## src/lst_pkg.sv

```systemverilog
// Shared types, constants and helper functions of the token scanner.
// No dependencies; used by every other file in src.
package lst_pkg;

    // Default sizes handed to the top level
    localparam int KEYWORD_BYTES_DEF = 8;
    localparam int LINE_BITS_DEF     = 20;
    localparam int MAX_RES           = 4;
    localparam int ID_LEN_TOP        = 15;
    localparam int ESC_LIMIT         = 255;

    // Token kinds
    localparam logic [5:0] K_ID       = 6'd0;
    localparam logic [5:0] K_NUMBER   = 6'd1;
    localparam logic [5:0] K_STRING   = 6'd2;
    localparam logic [5:0] K_BOOL     = 6'd3;
    localparam logic [5:0] K_NIL      = 6'd4;
    localparam logic [5:0] K_DO       = 6'd5;
    localparam logic [5:0] K_ELSE     = 6'd6;
    localparam logic [5:0] K_END      = 6'd7;
    localparam logic [5:0] K_FUNCTION = 6'd8;
    localparam logic [5:0] K_IF       = 6'd9;
    localparam logic [5:0] K_LOCAL    = 6'd10;
    localparam logic [5:0] K_READ     = 6'd11;
    localparam logic [5:0] K_RETURN   = 6'd12;
    localparam logic [5:0] K_THEN     = 6'd13;
    localparam logic [5:0] K_WHILE    = 6'd14;
    localparam logic [5:0] K_WRITE    = 6'd15;
    localparam logic [5:0] K_RESERVED = 6'd16;
    localparam logic [5:0] K_PLUS     = 6'd17;
    localparam logic [5:0] K_MINUS    = 6'd18;
    localparam logic [5:0] K_MUL      = 6'd19;
    localparam logic [5:0] K_DIV      = 6'd20;
    localparam logic [5:0] K_POW      = 6'd21;
    localparam logic [5:0] K_MOD      = 6'd22;
    localparam logic [5:0] K_CONC     = 6'd23;
    localparam logic [5:0] K_EQ       = 6'd24;
    localparam logic [5:0] K_NE       = 6'd25;
    localparam logic [5:0] K_LT       = 6'd26;
    localparam logic [5:0] K_LE       = 6'd27;
    localparam logic [5:0] K_GT       = 6'd28;
    localparam logic [5:0] K_GE       = 6'd29;
    localparam logic [5:0] K_ASSIGN   = 6'd30;
    localparam logic [5:0] K_LPAREN   = 6'd31;
    localparam logic [5:0] K_RPAREN   = 6'd32;
    localparam logic [5:0] K_SEMI     = 6'd33;
    localparam logic [5:0] K_COMMA    = 6'd34;
    localparam logic [5:0] K_EOF      = 6'd35;

    // Number part codes
    localparam logic [1:0] NP_INT  = 2'd0;
    localparam logic [1:0] NP_FRAC = 2'd1;
    localparam logic [1:0] NP_EXP  = 2'd2;

    // Result kinds
    localparam logic RK_ATTR = 1'b0;
    localparam logic RK_END  = 1'b1;

    // Scanner modes, one-hot
    typedef enum logic [20:0] {
        M_START     = 21'h000001,
        M_ID        = 21'h000002,
        M_NUM       = 21'h000004,
        M_AFTER_DOT = 21'h000008,
        M_AFTER_E   = 21'h000010,
        M_AFTER_SGN = 21'h000020,
        M_ZERO      = 21'h000040,
        M_STR       = 21'h000080,
        M_ESC       = 21'h000100,
        M_DEC       = 21'h000200,
        M_MINUS     = 21'h000400,
        M_COM1      = 21'h000800,
        M_COM2      = 21'h001000,
        M_LINE      = 21'h002000,
        M_BLOCK     = 21'h004000,
        M_BLOCK_BR  = 21'h008000,
        M_TILDE     = 21'h010000,
        M_LESS      = 21'h020000,
        M_GREATER   = 21'h040000,
        M_EQUAL     = 21'h080000,
        M_DOT       = 21'h100000
    } mode_t;

    // One result entry; the line travels per request
    typedef struct packed {
        logic       rk;
        logic [7:0] attr;
        logic [5:0] tk;
        logic       err;
    } res_t;

    function automatic logic is_digit(input logic [7:0] c);
        return (c >= "0") && (c <= "9");
    endfunction

    function automatic logic is_alpha(input logic [7:0] c);
        return ((c >= "a") && (c <= "z")) || ((c >= "A") && (c <= "Z"));
    endfunction

    function automatic logic is_space(input logic [7:0] c);
        return (c == " ") || ((c >= 8'd9) && (c <= 8'd13));
    endfunction

    function automatic res_t attr_r(input logic [7:0] b);
        res_t r;
        r.rk   = RK_ATTR;
        r.attr = b;
        r.tk   = K_ID;
        r.err  = 1'b0;
        return r;
    endfunction

    function automatic res_t end_r(input logic [5:0] k, input logic e);
        res_t r;
        r.rk   = RK_END;
        r.attr = 8'd0;
        r.tk   = k;
        r.err  = e;
        return r;
    endfunction

    // Keyword lookup; pk holds the first identifier byte in its top byte
    function automatic logic [5:0] classify(input logic [63:0] pk, input logic [3:0] len);
        logic [5:0] k;
        k = K_ID;
        case (len)
            4'd2:
            begin
                if (pk[63:48] == "do") k = K_DO;
                else if (pk[63:48] == "if") k = K_IF;
                else if (pk[63:48] == "in" || pk[63:48] == "or") k = K_RESERVED;
            end
            4'd3:
            begin
                if (pk[63:40] == "end") k = K_END;
                else if (pk[63:40] == "nil") k = K_NIL;
                else if (pk[63:40] == "and" || pk[63:40] == "for" || pk[63:40] == "not")
                    k = K_RESERVED;
            end
            4'd4:
            begin
                if (pk[63:32] == "else") k = K_ELSE;
                else if (pk[63:32] == "read") k = K_READ;
                else if (pk[63:32] == "then") k = K_THEN;
                else if (pk[63:32] == "true") k = K_BOOL;
            end
            4'd5:
            begin
                if (pk[63:24] == "false") k = K_BOOL;
                else if (pk[63:24] == "local") k = K_LOCAL;
                else if (pk[63:24] == "while") k = K_WHILE;
                else if (pk[63:24] == "write") k = K_WRITE;
                else if (pk[63:24] == "break" || pk[63:24] == "until") k = K_RESERVED;
            end
            4'd6:
            begin
                if (pk[63:16] == "return") k = K_RETURN;
                else if (pk[63:16] == "elseif" || pk[63:16] == "repeat") k = K_RESERVED;
            end
            4'd8:
            begin
                if (pk == "function") k = K_FUNCTION;
            end
            default: k = K_ID;
        endcase
        return k;
    endfunction

endpackage

```

## src/lst_pass.sv

```systemverilog
// One scan of one character from a given scanner state.
// Depends on lst_pkg.
module lst_pass #(
    parameter int KEYWORD_BYTES = lst_pkg::KEYWORD_BYTES_DEF
) (
    input  lst_pkg::mode_t            mode_in,
    input  logic [1:0]                np_in,
    input  logic [9:0]                ev_in,
    input  logic [1:0]                ec_in,
    input  logic [KEYWORD_BYTES*8-1:0] pf_in,
    input  logic [3:0]                il_in,
    input  logic [7:0]                c,
    input  logic                      eof,
    output lst_pkg::mode_t            mode_out,
    output logic [1:0]                np_out,
    output logic [9:0]                ev_out,
    output logic [1:0]                ec_out,
    output logic [KEYWORD_BYTES*8-1:0] pf_out,
    output logic [3:0]                il_out,
    output logic                      again,
    output logic [1:0]                n,
    output lst_pkg::res_t             r0,
    output lst_pkg::res_t             r1
);

    logic        dig;
    logic        idch;
    logic [63:0] pk;
    logic [9:0]  ev10;
    logic [1:0]  ec1;

    // Character classes and escape arithmetic
    assign dig  = !eof && lst_pkg::is_digit(c);
    assign idch = !eof && (lst_pkg::is_alpha(c) || lst_pkg::is_digit(c) || c == "_");
    assign ev10 = {ev_in[6:0], 3'b000} + {ev_in[8:0], 1'b0} + {6'd0, c[3:0] - 4'd0};
    assign ec1  = ec_in + 2'd1;

    // Keyword prefix with its first byte on top
    always_comb
    begin
        for (int i = 0; i < 8; i++)
            pk[63-8*i -: 8] = pf_in[8*i +: 8];
    end

    // Scan step
    always_comb
    begin
        mode_out = mode_in;
        np_out   = np_in;
        ev_out   = ev_in;
        ec_out   = ec_in;
        pf_out   = pf_in;
        il_out   = il_in;
        again    = 1'b0;
        n        = 2'd0;
        r0       = lst_pkg::attr_r(8'd0);
        r1       = lst_pkg::attr_r(8'd0);
        case (mode_in)
            lst_pkg::M_START:
            begin
                if (eof)
                begin
                    r0 = lst_pkg::end_r(lst_pkg::K_EOF, 1'b0); n = 2'd1;
                end
                else if (lst_pkg::is_space(c))
                begin
                end
                else if (lst_pkg::is_alpha(c) || c == "_")
                begin
                    pf_out[7:0] = c;
                    il_out      = 4'd1;
                    r0 = lst_pkg::attr_r(c); n = 2'd1;
                    mode_out = lst_pkg::M_ID;
                end
                else if (c >= "1" && c <= "9")
                begin
                    r0 = lst_pkg::attr_r(c); n = 2'd1;
                    np_out = lst_pkg::NP_INT;
                    mode_out = lst_pkg::M_NUM;
                end
                else if (c == "0") mode_out = lst_pkg::M_ZERO;
                else if (c == "\"") mode_out = lst_pkg::M_STR;
                else if (c == "-") mode_out = lst_pkg::M_MINUS;
                else if (c == "~") mode_out = lst_pkg::M_TILDE;
                else if (c == "<") mode_out = lst_pkg::M_LESS;
                else if (c == ">") mode_out = lst_pkg::M_GREATER;
                else if (c == "=") mode_out = lst_pkg::M_EQUAL;
                else if (c == ".") mode_out = lst_pkg::M_DOT;
                else
                begin
                    n = 2'd1;
                    if (c == "+") r0 = lst_pkg::end_r(lst_pkg::K_PLUS, 1'b0);
                    else if (c == "*") r0 = lst_pkg::end_r(lst_pkg::K_MUL, 1'b0);
                    else if (c == "/") r0 = lst_pkg::end_r(lst_pkg::K_DIV, 1'b0);
                    else if (c == "^") r0 = lst_pkg::end_r(lst_pkg::K_POW, 1'b0);
                    else if (c == "%") r0 = lst_pkg::end_r(lst_pkg::K_MOD, 1'b0);
                    else if (c == "(") r0 = lst_pkg::end_r(lst_pkg::K_LPAREN, 1'b0);
                    else if (c == ")") r0 = lst_pkg::end_r(lst_pkg::K_RPAREN, 1'b0);
                    else if (c == ";") r0 = lst_pkg::end_r(lst_pkg::K_SEMI, 1'b0);
                    else if (c == ",") r0 = lst_pkg::end_r(lst_pkg::K_COMMA, 1'b0);
                    else r0 = lst_pkg::end_r(lst_pkg::K_ID, 1'b1);
                end
            end
            lst_pkg::M_ID:
            begin
                if (idch)
                begin
                    for (int i = 0; i < KEYWORD_BYTES; i++)
                        if ({1'b0, il_in} == 5'(i))
                            pf_out[8*i +: 8] = c;
                    if (il_in < 4'(lst_pkg::ID_LEN_TOP))
                        il_out = il_in + 4'd1;
                    r0 = lst_pkg::attr_r(c); n = 2'd1;
                end
                else
                begin
                    r0 = lst_pkg::end_r(lst_pkg::classify(pk, il_in), 1'b0); n = 2'd1;
                    mode_out = lst_pkg::M_START; again = 1'b1;
                end
            end
            lst_pkg::M_NUM:
            begin
                if (dig)
                begin
                    r0 = lst_pkg::attr_r(c); n = 2'd1;
                end
                else if (!eof && c == "." && np_in == lst_pkg::NP_INT)
                begin
                    r0 = lst_pkg::attr_r(c); n = 2'd1;
                    np_out = lst_pkg::NP_FRAC; mode_out = lst_pkg::M_AFTER_DOT;
                end
                else if (!eof && (c == "e" || c == "E") && np_in != lst_pkg::NP_EXP)
                begin
                    r0 = lst_pkg::attr_r(c); n = 2'd1;
                    np_out = lst_pkg::NP_EXP; mode_out = lst_pkg::M_AFTER_E;
                end
                else
                begin
                    r0 = lst_pkg::end_r(lst_pkg::K_NUMBER, 1'b0); n = 2'd1;
                    mode_out = lst_pkg::M_START; again = 1'b1;
                end
            end
            lst_pkg::M_AFTER_DOT, lst_pkg::M_AFTER_SGN:
            begin
                if (dig)
                begin
                    r0 = lst_pkg::attr_r(c); n = 2'd1; mode_out = lst_pkg::M_NUM;
                end
                else
                begin
                    r0 = lst_pkg::end_r(lst_pkg::K_NUMBER, 1'b1); n = 2'd1;
                    mode_out = lst_pkg::M_START; again = 1'b1;
                end
            end
            lst_pkg::M_AFTER_E:
            begin
                if (!eof && (c == "+" || c == "-"))
                begin
                    r0 = lst_pkg::attr_r(c); n = 2'd1; mode_out = lst_pkg::M_AFTER_SGN;
                end
                else if (dig)
                begin
                    r0 = lst_pkg::attr_r(c); n = 2'd1; mode_out = lst_pkg::M_NUM;
                end
                else
                begin
                    r0 = lst_pkg::end_r(lst_pkg::K_NUMBER, 1'b1); n = 2'd1;
                    mode_out = lst_pkg::M_START; again = 1'b1;
                end
            end
            lst_pkg::M_ZERO:
            begin
                // leading zeros fold into one
                if (!eof && c == "0")
                begin
                end
                else if (dig)
                begin
                    r0 = lst_pkg::attr_r(c); n = 2'd1;
                    np_out = lst_pkg::NP_INT; mode_out = lst_pkg::M_NUM;
                end
                else if (!eof && c == ".")
                begin
                    r0 = lst_pkg::attr_r("0"); r1 = lst_pkg::attr_r(c); n = 2'd2;
                    np_out = lst_pkg::NP_FRAC; mode_out = lst_pkg::M_AFTER_DOT;
                end
                else if (!eof && (c == "e" || c == "E"))
                begin
                    r0 = lst_pkg::attr_r("0"); r1 = lst_pkg::attr_r(c); n = 2'd2;
                    np_out = lst_pkg::NP_EXP; mode_out = lst_pkg::M_AFTER_E;
                end
                else
                begin
                    r0 = lst_pkg::attr_r("0");
                    r1 = lst_pkg::end_r(lst_pkg::K_NUMBER, 1'b0); n = 2'd2;
                    mode_out = lst_pkg::M_START; again = 1'b1;
                end
            end
            lst_pkg::M_STR:
            begin
                if (eof)
                begin
                    r0 = lst_pkg::end_r(lst_pkg::K_STRING, 1'b1); n = 2'd1;
                    mode_out = lst_pkg::M_START;
                end
                else if (c == "\\") mode_out = lst_pkg::M_ESC;
                else if (c == "\"")
                begin
                    r0 = lst_pkg::end_r(lst_pkg::K_STRING, 1'b0); n = 2'd1;
                    mode_out = lst_pkg::M_START;
                end
                else
                begin
                    r0 = lst_pkg::attr_r(c); n = 2'd1;
                end
            end
            lst_pkg::M_ESC:
            begin
                mode_out = lst_pkg::M_STR;
                if (eof || !(c == "n" || c == "t" || c == "\\" || c == "\"" || dig))
                begin
                    r0 = lst_pkg::end_r(lst_pkg::K_STRING, 1'b1); n = 2'd1;
                    mode_out = lst_pkg::M_START;
                end
                else if (c == "n")
                begin
                    r0 = lst_pkg::attr_r(8'd10); n = 2'd1;
                end
                else if (c == "t")
                begin
                    r0 = lst_pkg::attr_r(8'd9); n = 2'd1;
                end
                else if (dig)
                begin
                    ev_out = {6'd0, c[3:0]};
                    ec_out = 2'd1;
                    mode_out = lst_pkg::M_DEC;
                end
                else
                begin
                    r0 = lst_pkg::attr_r(c); n = 2'd1;
                end
            end
            lst_pkg::M_DEC:
            begin
                if (dig)
                begin
                    ev_out = ev10;
                    ec_out = ec1;
                    if (ec1 == 2'd3 || ec1 == 2'd0)
                    begin
                        n = 2'd1;
                        if (ev10 <= 10'(lst_pkg::ESC_LIMIT))
                        begin
                            r0 = lst_pkg::attr_r(ev10[7:0]); mode_out = lst_pkg::M_STR;
                        end
                        else
                        begin
                            r0 = lst_pkg::end_r(lst_pkg::K_STRING, 1'b1);
                            mode_out = lst_pkg::M_START;
                        end
                    end
                end
                else
                begin
                    // short escape: the character goes back as string text
                    r0 = lst_pkg::attr_r(ev_in[7:0]); n = 2'd1;
                    mode_out = lst_pkg::M_STR; again = 1'b1;
                end
            end
            lst_pkg::M_MINUS:
            begin
                if (!eof && c == "-") mode_out = lst_pkg::M_COM1;
                else
                begin
                    r0 = lst_pkg::end_r(lst_pkg::K_MINUS, 1'b0); n = 2'd1;
                    mode_out = lst_pkg::M_START; again = 1'b1;
                end
            end
            lst_pkg::M_COM1, lst_pkg::M_COM2:
            begin
                if (eof)
                begin
                    r0 = lst_pkg::end_r(lst_pkg::K_EOF, 1'b0); n = 2'd1;
                    mode_out = lst_pkg::M_START;
                end
                else if (c == "[")
                    mode_out = (mode_in == lst_pkg::M_COM1) ? lst_pkg::M_COM2 : lst_pkg::M_BLOCK;
                else if (c == 8'd10) mode_out = lst_pkg::M_START;
                else mode_out = lst_pkg::M_LINE;
            end
            lst_pkg::M_LINE:
            begin
                if (eof)
                begin
                    r0 = lst_pkg::end_r(lst_pkg::K_EOF, 1'b0); n = 2'd1;
                    mode_out = lst_pkg::M_START;
                end
                else if (c == 8'd10) mode_out = lst_pkg::M_START;
            end
            lst_pkg::M_BLOCK, lst_pkg::M_BLOCK_BR:
            begin
                if (eof)
                begin
                    r0 = lst_pkg::end_r(lst_pkg::K_EOF, 1'b1); n = 2'd1;
                    mode_out = lst_pkg::M_START;
                end
                else if (c == "]")
                    mode_out = (mode_in == lst_pkg::M_BLOCK) ? lst_pkg::M_BLOCK_BR
                                                             : lst_pkg::M_START;
                else mode_out = lst_pkg::M_BLOCK;
            end
            lst_pkg::M_TILDE, lst_pkg::M_LESS, lst_pkg::M_GREATER,
            lst_pkg::M_EQUAL, lst_pkg::M_DOT:
            begin
                n = 2'd1;
                mode_out = lst_pkg::M_START;
                if (!eof && ((mode_in == lst_pkg::M_DOT) ? (c == ".") : (c == "=")))
                begin
                    case (mode_in)
                        lst_pkg::M_TILDE:   r0 = lst_pkg::end_r(lst_pkg::K_NE, 1'b0);
                        lst_pkg::M_LESS:    r0 = lst_pkg::end_r(lst_pkg::K_LE, 1'b0);
                        lst_pkg::M_GREATER: r0 = lst_pkg::end_r(lst_pkg::K_GE, 1'b0);
                        lst_pkg::M_EQUAL:   r0 = lst_pkg::end_r(lst_pkg::K_EQ, 1'b0);
                        default:            r0 = lst_pkg::end_r(lst_pkg::K_CONC, 1'b0);
                    endcase
                end
                else
                begin
                    again = 1'b1;
                    case (mode_in)
                        lst_pkg::M_TILDE:   r0 = lst_pkg::end_r(lst_pkg::K_NE, 1'b1);
                        lst_pkg::M_LESS:    r0 = lst_pkg::end_r(lst_pkg::K_LT, 1'b0);
                        lst_pkg::M_GREATER: r0 = lst_pkg::end_r(lst_pkg::K_GT, 1'b0);
                        lst_pkg::M_EQUAL:   r0 = lst_pkg::end_r(lst_pkg::K_ASSIGN, 1'b0);
                        default:            r0 = lst_pkg::end_r(lst_pkg::K_CONC, 1'b1);
                    endcase
                end
            end
            default:
            begin
                mode_out = lst_pkg::M_START;
                again    = 1'b1;
            end
        endcase
    end

endmodule

```

## src/lst_core.sv

```systemverilog
// Scanner state registers and the two chained scan passes of one request.
// Depends on lst_pkg and lst_pass.
module lst_core #(
    parameter int KEYWORD_BYTES = lst_pkg::KEYWORD_BYTES_DEF,
    parameter int LINE_BITS     = lst_pkg::LINE_BITS_DEF
) (
    input  logic                 clk,
    input  logic                 rst_n,
    input  logic                 take,
    input  logic [7:0]           c,
    input  logic                 eof,
    output lst_pkg::res_t        res [lst_pkg::MAX_RES],
    output logic [2:0]           nres,
    output logic [LINE_BITS-1:0] line_cur
);

    lst_pkg::mode_t             mode_reg, mode_a, mode_b, mode_next;
    logic [1:0]                 np_reg, np_a, np_b, np_next;
    logic [9:0]                 ev_reg, ev_a, ev_b, ev_next;
    logic [1:0]                 ec_reg, ec_a, ec_b, ec_next;
    logic [KEYWORD_BYTES*8-1:0] pf_reg, pf_a, pf_b, pf_next;
    logic [3:0]                 il_reg, il_a, il_b, il_next;
    logic [LINE_BITS-1:0]       line_reg, line_next;
    logic                       again_a, again_b;
    logic [1:0]                 n_a, n_b;
    lst_pkg::res_t              ra0, ra1, rb0, rb1;
    logic [1:0]                 nb;

    // First scan of the character
    lst_pass #(.KEYWORD_BYTES(KEYWORD_BYTES)) u_pass_a (
        .mode_in(mode_reg), .np_in(np_reg), .ev_in(ev_reg), .ec_in(ec_reg),
        .pf_in(pf_reg), .il_in(il_reg), .c(c), .eof(eof),
        .mode_out(mode_a), .np_out(np_a), .ev_out(ev_a), .ec_out(ec_a),
        .pf_out(pf_a), .il_out(il_a), .again(again_a), .n(n_a), .r0(ra0), .r1(ra1)
    );

    // Rescan after a token or a short escape ended on this character
    lst_pass #(.KEYWORD_BYTES(KEYWORD_BYTES)) u_pass_b (
        .mode_in(mode_a), .np_in(np_a), .ev_in(ev_a), .ec_in(ec_a),
        .pf_in(pf_a), .il_in(il_a), .c(c), .eof(eof),
        .mode_out(mode_b), .np_out(np_b), .ev_out(ev_b), .ec_out(ec_b),
        .pf_out(pf_b), .il_out(il_b), .again(again_b), .n(n_b), .r0(rb0), .r1(rb1)
    );

    // Pick final state; again_b never rises since a rescan always consumes
    always_comb
    begin
        if (again_a && !again_b)
        begin
            mode_next = mode_b; np_next = np_b; ev_next = ev_b;
            ec_next = ec_b; pf_next = pf_b; il_next = il_b; nb = n_b;
        end
        else
        begin
            mode_next = mode_a; np_next = np_a; ev_next = ev_a;
            ec_next = ec_a; pf_next = pf_a; il_next = il_a;
            nb = again_a ? n_b : 2'd0;
        end
    end

    // Pack results of both passes in order
    always_comb
    begin
        nres = {1'b0, n_a} + {1'b0, nb};
        res[0] = (n_a != 2'd0) ? ra0 : rb0;
        res[1] = (n_a == 2'd2) ? ra1 : ((n_a == 2'd1) ? rb0 : rb1);
        res[2] = (n_a == 2'd2) ? rb0 : rb1;
        res[3] = rb1;
    end

    // A token end normally carries the line held at the start of the request;
    // a bad escape closes the string after its newline has been counted
    assign line_next = (!eof && c == 8'd10 && line_reg != {LINE_BITS{1'b1}})
                       ? line_reg + 1'b1 : line_reg;
    assign line_cur  = (mode_reg == lst_pkg::M_ESC) ? line_next : line_reg;

    // State registers
    always_ff @(posedge clk or negedge rst_n)
    begin
        if (!rst_n)
        begin
            mode_reg <= lst_pkg::M_START;
            np_reg   <= lst_pkg::NP_INT;
            ev_reg   <= '0;
            ec_reg   <= '0;
            pf_reg   <= '0;
            il_reg   <= '0;
            line_reg <= LINE_BITS'(1);
        end
        else if (take)
        begin
            mode_reg <= mode_next;
            np_reg   <= np_next;
            ev_reg   <= ev_next;
            ec_reg   <= ec_next;
            pf_reg   <= pf_next;
            il_reg   <= il_next;
            line_reg <= line_next;
        end
    end

endmodule

```

## src/lst_outq.sv

```systemverilog
// Result register bank: holds the results of one request and sends them in order.
// Depends on lst_pkg.
module lst_outq #(
    parameter int LINE_BITS = lst_pkg::LINE_BITS_DEF
) (
    input  logic                 clk,
    input  logic                 rst_n,
    input  logic                 load,
    input  lst_pkg::res_t        res [lst_pkg::MAX_RES],
    input  logic [2:0]           nres,
    input  logic [LINE_BITS-1:0] line_in,
    input  logic                 pop,
    output logic                 busy_next_free,
    output logic                 out_valid,
    output lst_pkg::res_t        head,
    output logic [LINE_BITS-1:0] line_out,
    output logic                 last
);

    lst_pkg::res_t        buf_reg [lst_pkg::MAX_RES];
    logic [2:0]           rem_reg, rem_next;
    logic [1:0]           idx_reg, idx_next;
    logic [LINE_BITS-1:0] line_reg;

    // Room for a new request: empty or the final result leaves now
    assign busy_next_free = (rem_reg == 3'd0) || (rem_reg == 3'd1 && pop);
    assign out_valid      = (rem_reg != 3'd0);
    assign head           = buf_reg[idx_reg];
    assign line_out       = line_reg;
    assign last           = (rem_reg == 3'd1);

    // Count and read pointer
    always_comb
    begin
        rem_next = rem_reg;
        idx_next = idx_reg;
        if (load)
        begin
            rem_next = nres;
            idx_next = 2'd0;
        end
        else if (pop)
        begin
            rem_next = rem_reg - 3'd1;
            idx_next = idx_reg + 2'd1;
        end
    end

    always_ff @(posedge clk or negedge rst_n)
    begin
        if (!rst_n)
        begin
            rem_reg <= '0;
            idx_reg <= '0;
        end
        else
        begin
            rem_reg <= rem_next;
            idx_reg <= idx_next;
        end
    end

    // Payload
    always_ff @(posedge clk)
    begin
        if (load)
        begin
            for (int i = 0; i < lst_pkg::MAX_RES; i++)
                buf_reg[i] <= res[i];
            line_reg <= line_in;
        end
    end

endmodule

```

## src/lua_subset_token_scanner_top.sv

```systemverilog
// Top level of the token scanner: input handshake, scan core and result bank.
// Depends on lst_pkg, lst_core and lst_outq.
//
//  channel | direction | handshake        | payload
//  --------+-----------+------------------+----------------------------------------------
//  in      | to block  | in_valid/in_stall | char_byte, end_of_input
//  out     | from block| out_valid/out_stall | result_kind, attr_byte, token_kind,
//          |           |                  | token_line, lex_error, last
//
// A source byte is scanned in the cycle it is taken; its results leave the result
// bank one per cycle while out_stall is low, the first in the cycle after. A request
// giving at most one result sustains one byte per cycle while out_stall is low; more
// results stall the input until the last leaves the bank's single output port.
// Reset puts the scanner in its start state with line 1 and an empty bank.
// A stalled output holds its result and stalls the input while the bank holds any result.
module lua_subset_token_scanner_top #(
    parameter int KEYWORD_BYTES = lst_pkg::KEYWORD_BYTES_DEF,
    parameter int LINE_BITS     = lst_pkg::LINE_BITS_DEF
) (
    input  logic                 clk,
    input  logic                 rst_n,
    input  logic                 in_valid,
    output logic                 in_stall,
    input  logic [7:0]           char_byte,
    input  logic                 end_of_input,
    output logic                 out_valid,
    input  logic                 out_stall,
    output logic                 result_kind,
    output logic [7:0]           attr_byte,
    output logic [5:0]           token_kind,
    output logic [LINE_BITS-1:0] token_line,
    output logic                 lex_error,
    output logic                 last
);

    lst_pkg::res_t        res [lst_pkg::MAX_RES];
    lst_pkg::res_t        head;
    logic [2:0]           nres;
    logic [LINE_BITS-1:0] line_cur, line_q;
    logic                 free, take, pop;

    // Handshakes
    assign pop      = out_valid && !out_stall;
    assign in_stall = !free;
    assign take     = in_valid && free;

    lst_core #(.KEYWORD_BYTES(KEYWORD_BYTES), .LINE_BITS(LINE_BITS)) u_core (
        .clk(clk), .rst_n(rst_n), .take(take), .c(char_byte), .eof(end_of_input),
        .res(res), .nres(nres), .line_cur(line_cur)
    );

    lst_outq #(.LINE_BITS(LINE_BITS)) u_outq (
        .clk(clk), .rst_n(rst_n), .load(take), .res(res), .nres(nres),
        .line_in(line_cur), .pop(pop), .busy_next_free(free), .out_valid(out_valid),
        .head(head), .line_out(line_q), .last(last)
    );

    // Output fields; token fields read zero on attribute results
    assign result_kind = head.rk;
    assign attr_byte   = head.attr;
    assign token_kind  = head.tk;
    assign lex_error   = head.err;
    assign token_line  = (head.rk == lst_pkg::RK_END) ? line_q : '0;

endmodule

```

## config.mk

```make
export PLATFORM = sky130hd
export DESIGN_NAME = lua_subset_token_scanner_top
export DESIGN_NICKNAME = d
export VERILOG_FILES = /design/src/lst_pkg.sv /design/src/lst_pass.sv /design/src/lst_core.sv /design/src/lst_outq.sv /design/src/lua_subset_token_scanner_top.sv
export SDC_FILE = /design/constraint.sdc
export NUM_CORES = 1
export LEC_CHECK = 0
export ABC_CLOCK_PERIOD_IN_PS = 7500
export BUFFER_PORTS_ARGS = -buffer_cell sky130_fd_sc_hd__buf_2
export CORE_MARGIN = 1.5
export CORE_UTILIZATION = 35
export DETAILED_ROUTE_END_ITERATION = 10
export GPL_TIMING_DRIVEN = 0
export HOLD_SLACK_MARGIN = 0.06
export PLACE_DENSITY = 0.5
export SLEW_MARGIN = 20
export SYNTH_ARGS = -nofsm -noshare
export SYNTH_HDL_FRONTEND = slang
export SYNTH_HIERARCHICAL = 1
export SYNTH_SLANG_ARGS = --single-unit
```

## constraint.sdc

```tcl
create_clock -name clk -period 7.5 [get_ports clk]
set_clock_uncertainty 0.2 [all_clocks]
set_input_delay 0.375 -clock clk [delete_from_list [all_inputs] [get_ports clk]]
set_output_delay 0.375 -clock clk [all_outputs]
set_load 0.02 [all_outputs]
```

==> impl_metrics.tcl <==
set metrics [dict create \
    crit_family "simple AND/OR/NAND/NOR gates" \
    die_y_um 249.3 \
    grt_pass1_wl_mm 135.4 \
    max_stage_delay_ns 0.87 \
    utilization 0.3928 \
    clk_path_buf_depth 3 \
    seq_area_sq_mm 0.005703 \
    core_sq_mm 0.06013 \
    final_hold_viol_count 0 \
    die_width_um 249.3 \
    num_io_pins 52 \
    port_buffers 51 \
    wl_mm 91.77 \
    startpoint_type "register" \
    worstMarginPinSlew_ns 1.241 \
    slew_headroom 0.1726 \
    final_layout_size_suffix_gt1_frac 0.1515 \
    fillCellCount 6280 \
    insertion_delay_ns 0.57 \
    grt_pass1_vias 20270 \
    cts_tree "done" \
    vias_per_cell 6.216 \
    cap_violations 0 \
    dieArea_sq_mm 0.06217 \
    period_share 0.9988 \
    crit_type "register to register" \
    slew_violations 0 \
    avgSynthCellArea_sq_um 8.399 \
    dr_total_vias 21360 \
    cts_sinks 211 \
    setup_viol 0 \
    layout_common_cells "nor2_1 (266), nand2_1 (206), a21oi_1 (193)" \
    post-place-ws_ns -0.7375 \
    finalNonFillerCells 3437 \
    multi_input_area_sq_mm 0.01460 \
    cts_buffers 28 \
    crit_path_cell_trace "nor4_2, nand4_1, nor4_1, nand2_1, nor3_2, nor4_2, o2111ai_2, nor2b_1, nand3_2, nor2_1, nor3b_1, nand4b_1, o211ai_1, nor2b_1, clkbuf_1, buf_2, clkbuf_4, mux2i_1, a21oi_1" \
    nNetsFinal 2693 \
    grt_usage 0.2872 \
    path_max_fanout 10 \
    worst_hold_slack_ns 0.09830 \
    status "finished, final reports clean" \
    leakagePower_nw 9.388 \
    cp.required_ns 7.71 \
    syn_inst 2529 \
    cts-root-buf "clkbuf_16" \
    fin_ws_ns 0.009231 \
    final_common_cell "nor2_1" \
    start_util 0.3532 \
    critPathArrivalTime_ns 7.70 \
    end_kind "register" \
    placedCellCount 3379 \
    peakVddDrop_mv 0.1537 \
    ant_nets 0 \
    num_rows 90 \
    htreeDepth 1 \
    hold_class "input port to register" \
    synthToLayoutAreaGrowth_pct 11.22 \
    antenna_found_initial 3 \
    syn_area_sq_mm 0.02124 \
    yosys_warnings 6 \
    clk_pin_slew_ns 0.06 \
    powerDensity_mw_per_mm2 258.7 \
    timing.fmax_mhz 133.5 \
    crit_slowest_cell "nor4_1" \
    first_pass_iters 5 \
    grt-ovfl-total 0 \
    grt_max_degree 90 \
    routedWlPerCell_um 26.70 \
    place_congestion 0.9947 \
    drc 0 \
    path_buf_inv 3 \
    period_minus_slack_ns 7.491 \
    rsz0062_at_grt "no" \
    drt_iter0_markers 1951 \
    dp.final_hpwl_mm 71.44 \
]
-- final timing paths --
path | start | to | slack, ns | cells past startpoint
max | u_core/mode_reg[4]$_DFFE_PN0P_ | u_core/mode_reg[8]$_DFFE_PN0P_ | 0.009 | 19
min in group asynchronous | rst_n | u_core/line_reg[2]$_DFFE_PN0P_ | 0.11 | 2
min reg2reg | u_core/line_reg[0]$_DFFE_PN1P_ | u_core/line_reg[0]$_DFFE_PN1P_ | 0.33 | 1
min | out_stall | u_outq/idx_reg[1]$_DFFE_PN0P_ | 0.1 | 5
max reg2reg | u_core/mode_reg[4]$_DFFE_PN0P_ | u_core/mode_reg[8]$_DFFE_PN0P_ | 0.009 | 19
max in group asynchronous | rst_n | u_core/pf_reg[11]$_DFFE_PN0P_ | 6.17 | 3
-- area by class of cell --
cell class                      instances  area share
Antenna cell                            1   0.0001059
Inverter                               50    0.007945
Clock buffer                           36     0.03183
Timing Repair Buffer                   59     0.01547
Buffer                                184     0.03904
Clock inverter                         16    0.004820
Sequential cell                       211      0.2414
Tap cell                              782     0.04142
Multi-Input combinational cell       2098      0.6180
-- worst min-delay path: stages --
cell and delay, ns:
buf_2 0.07, nor2b_1 0.03, buf_2 0.17, nand3b_1 0.10
a21oi_1 0.06
-- power breakdown --
part           total (mW)  switching [mW]  internal, mW
Sequential           1.84           0.320          1.52
Clock                1.28           0.543         0.741
Combinational        2.98            1.86          1.13
Total                6.11            2.72          3.39
-- layer usage --
metal	up-vias	global-route usage	share of wire
met3	182	0.03187	0.054
li1	9699	-	-
met4	0	0.1369	0.053
met5	-	0	0
met1	10660	0.3839	0.44
met2	828	0.4631	0.46
-- per-stage QoR --
| step | setup TNS (ns) | power [mW] | area, sq um |
|---|---|---|---|
| 6_report | 0 | 6.112 | 23620 |
| 4_1_cts | 0 | 6.111 | 23560 |
| 5_1_grt | 0 | 6.518 | 23620 |
| 2_1_floorplan | 0 | 3.859 | 21290 |
| 3_3_place_gp | -55.56 | 4.731 | 22530 |
| 3_5_place_dp | -46.93 | 4.787 | 22640 |
-- timing repair --
item	in CTS	in global routing
setup buffers	2	2
cloned	0	0
endpoints found under the hold margin	126	0
setup endpoints to repair	82	84
hold buffers	1	0
pin swaps	3	1
resized for setup	7	9
No activity file was read; power rests on OpenSTA's default activity.
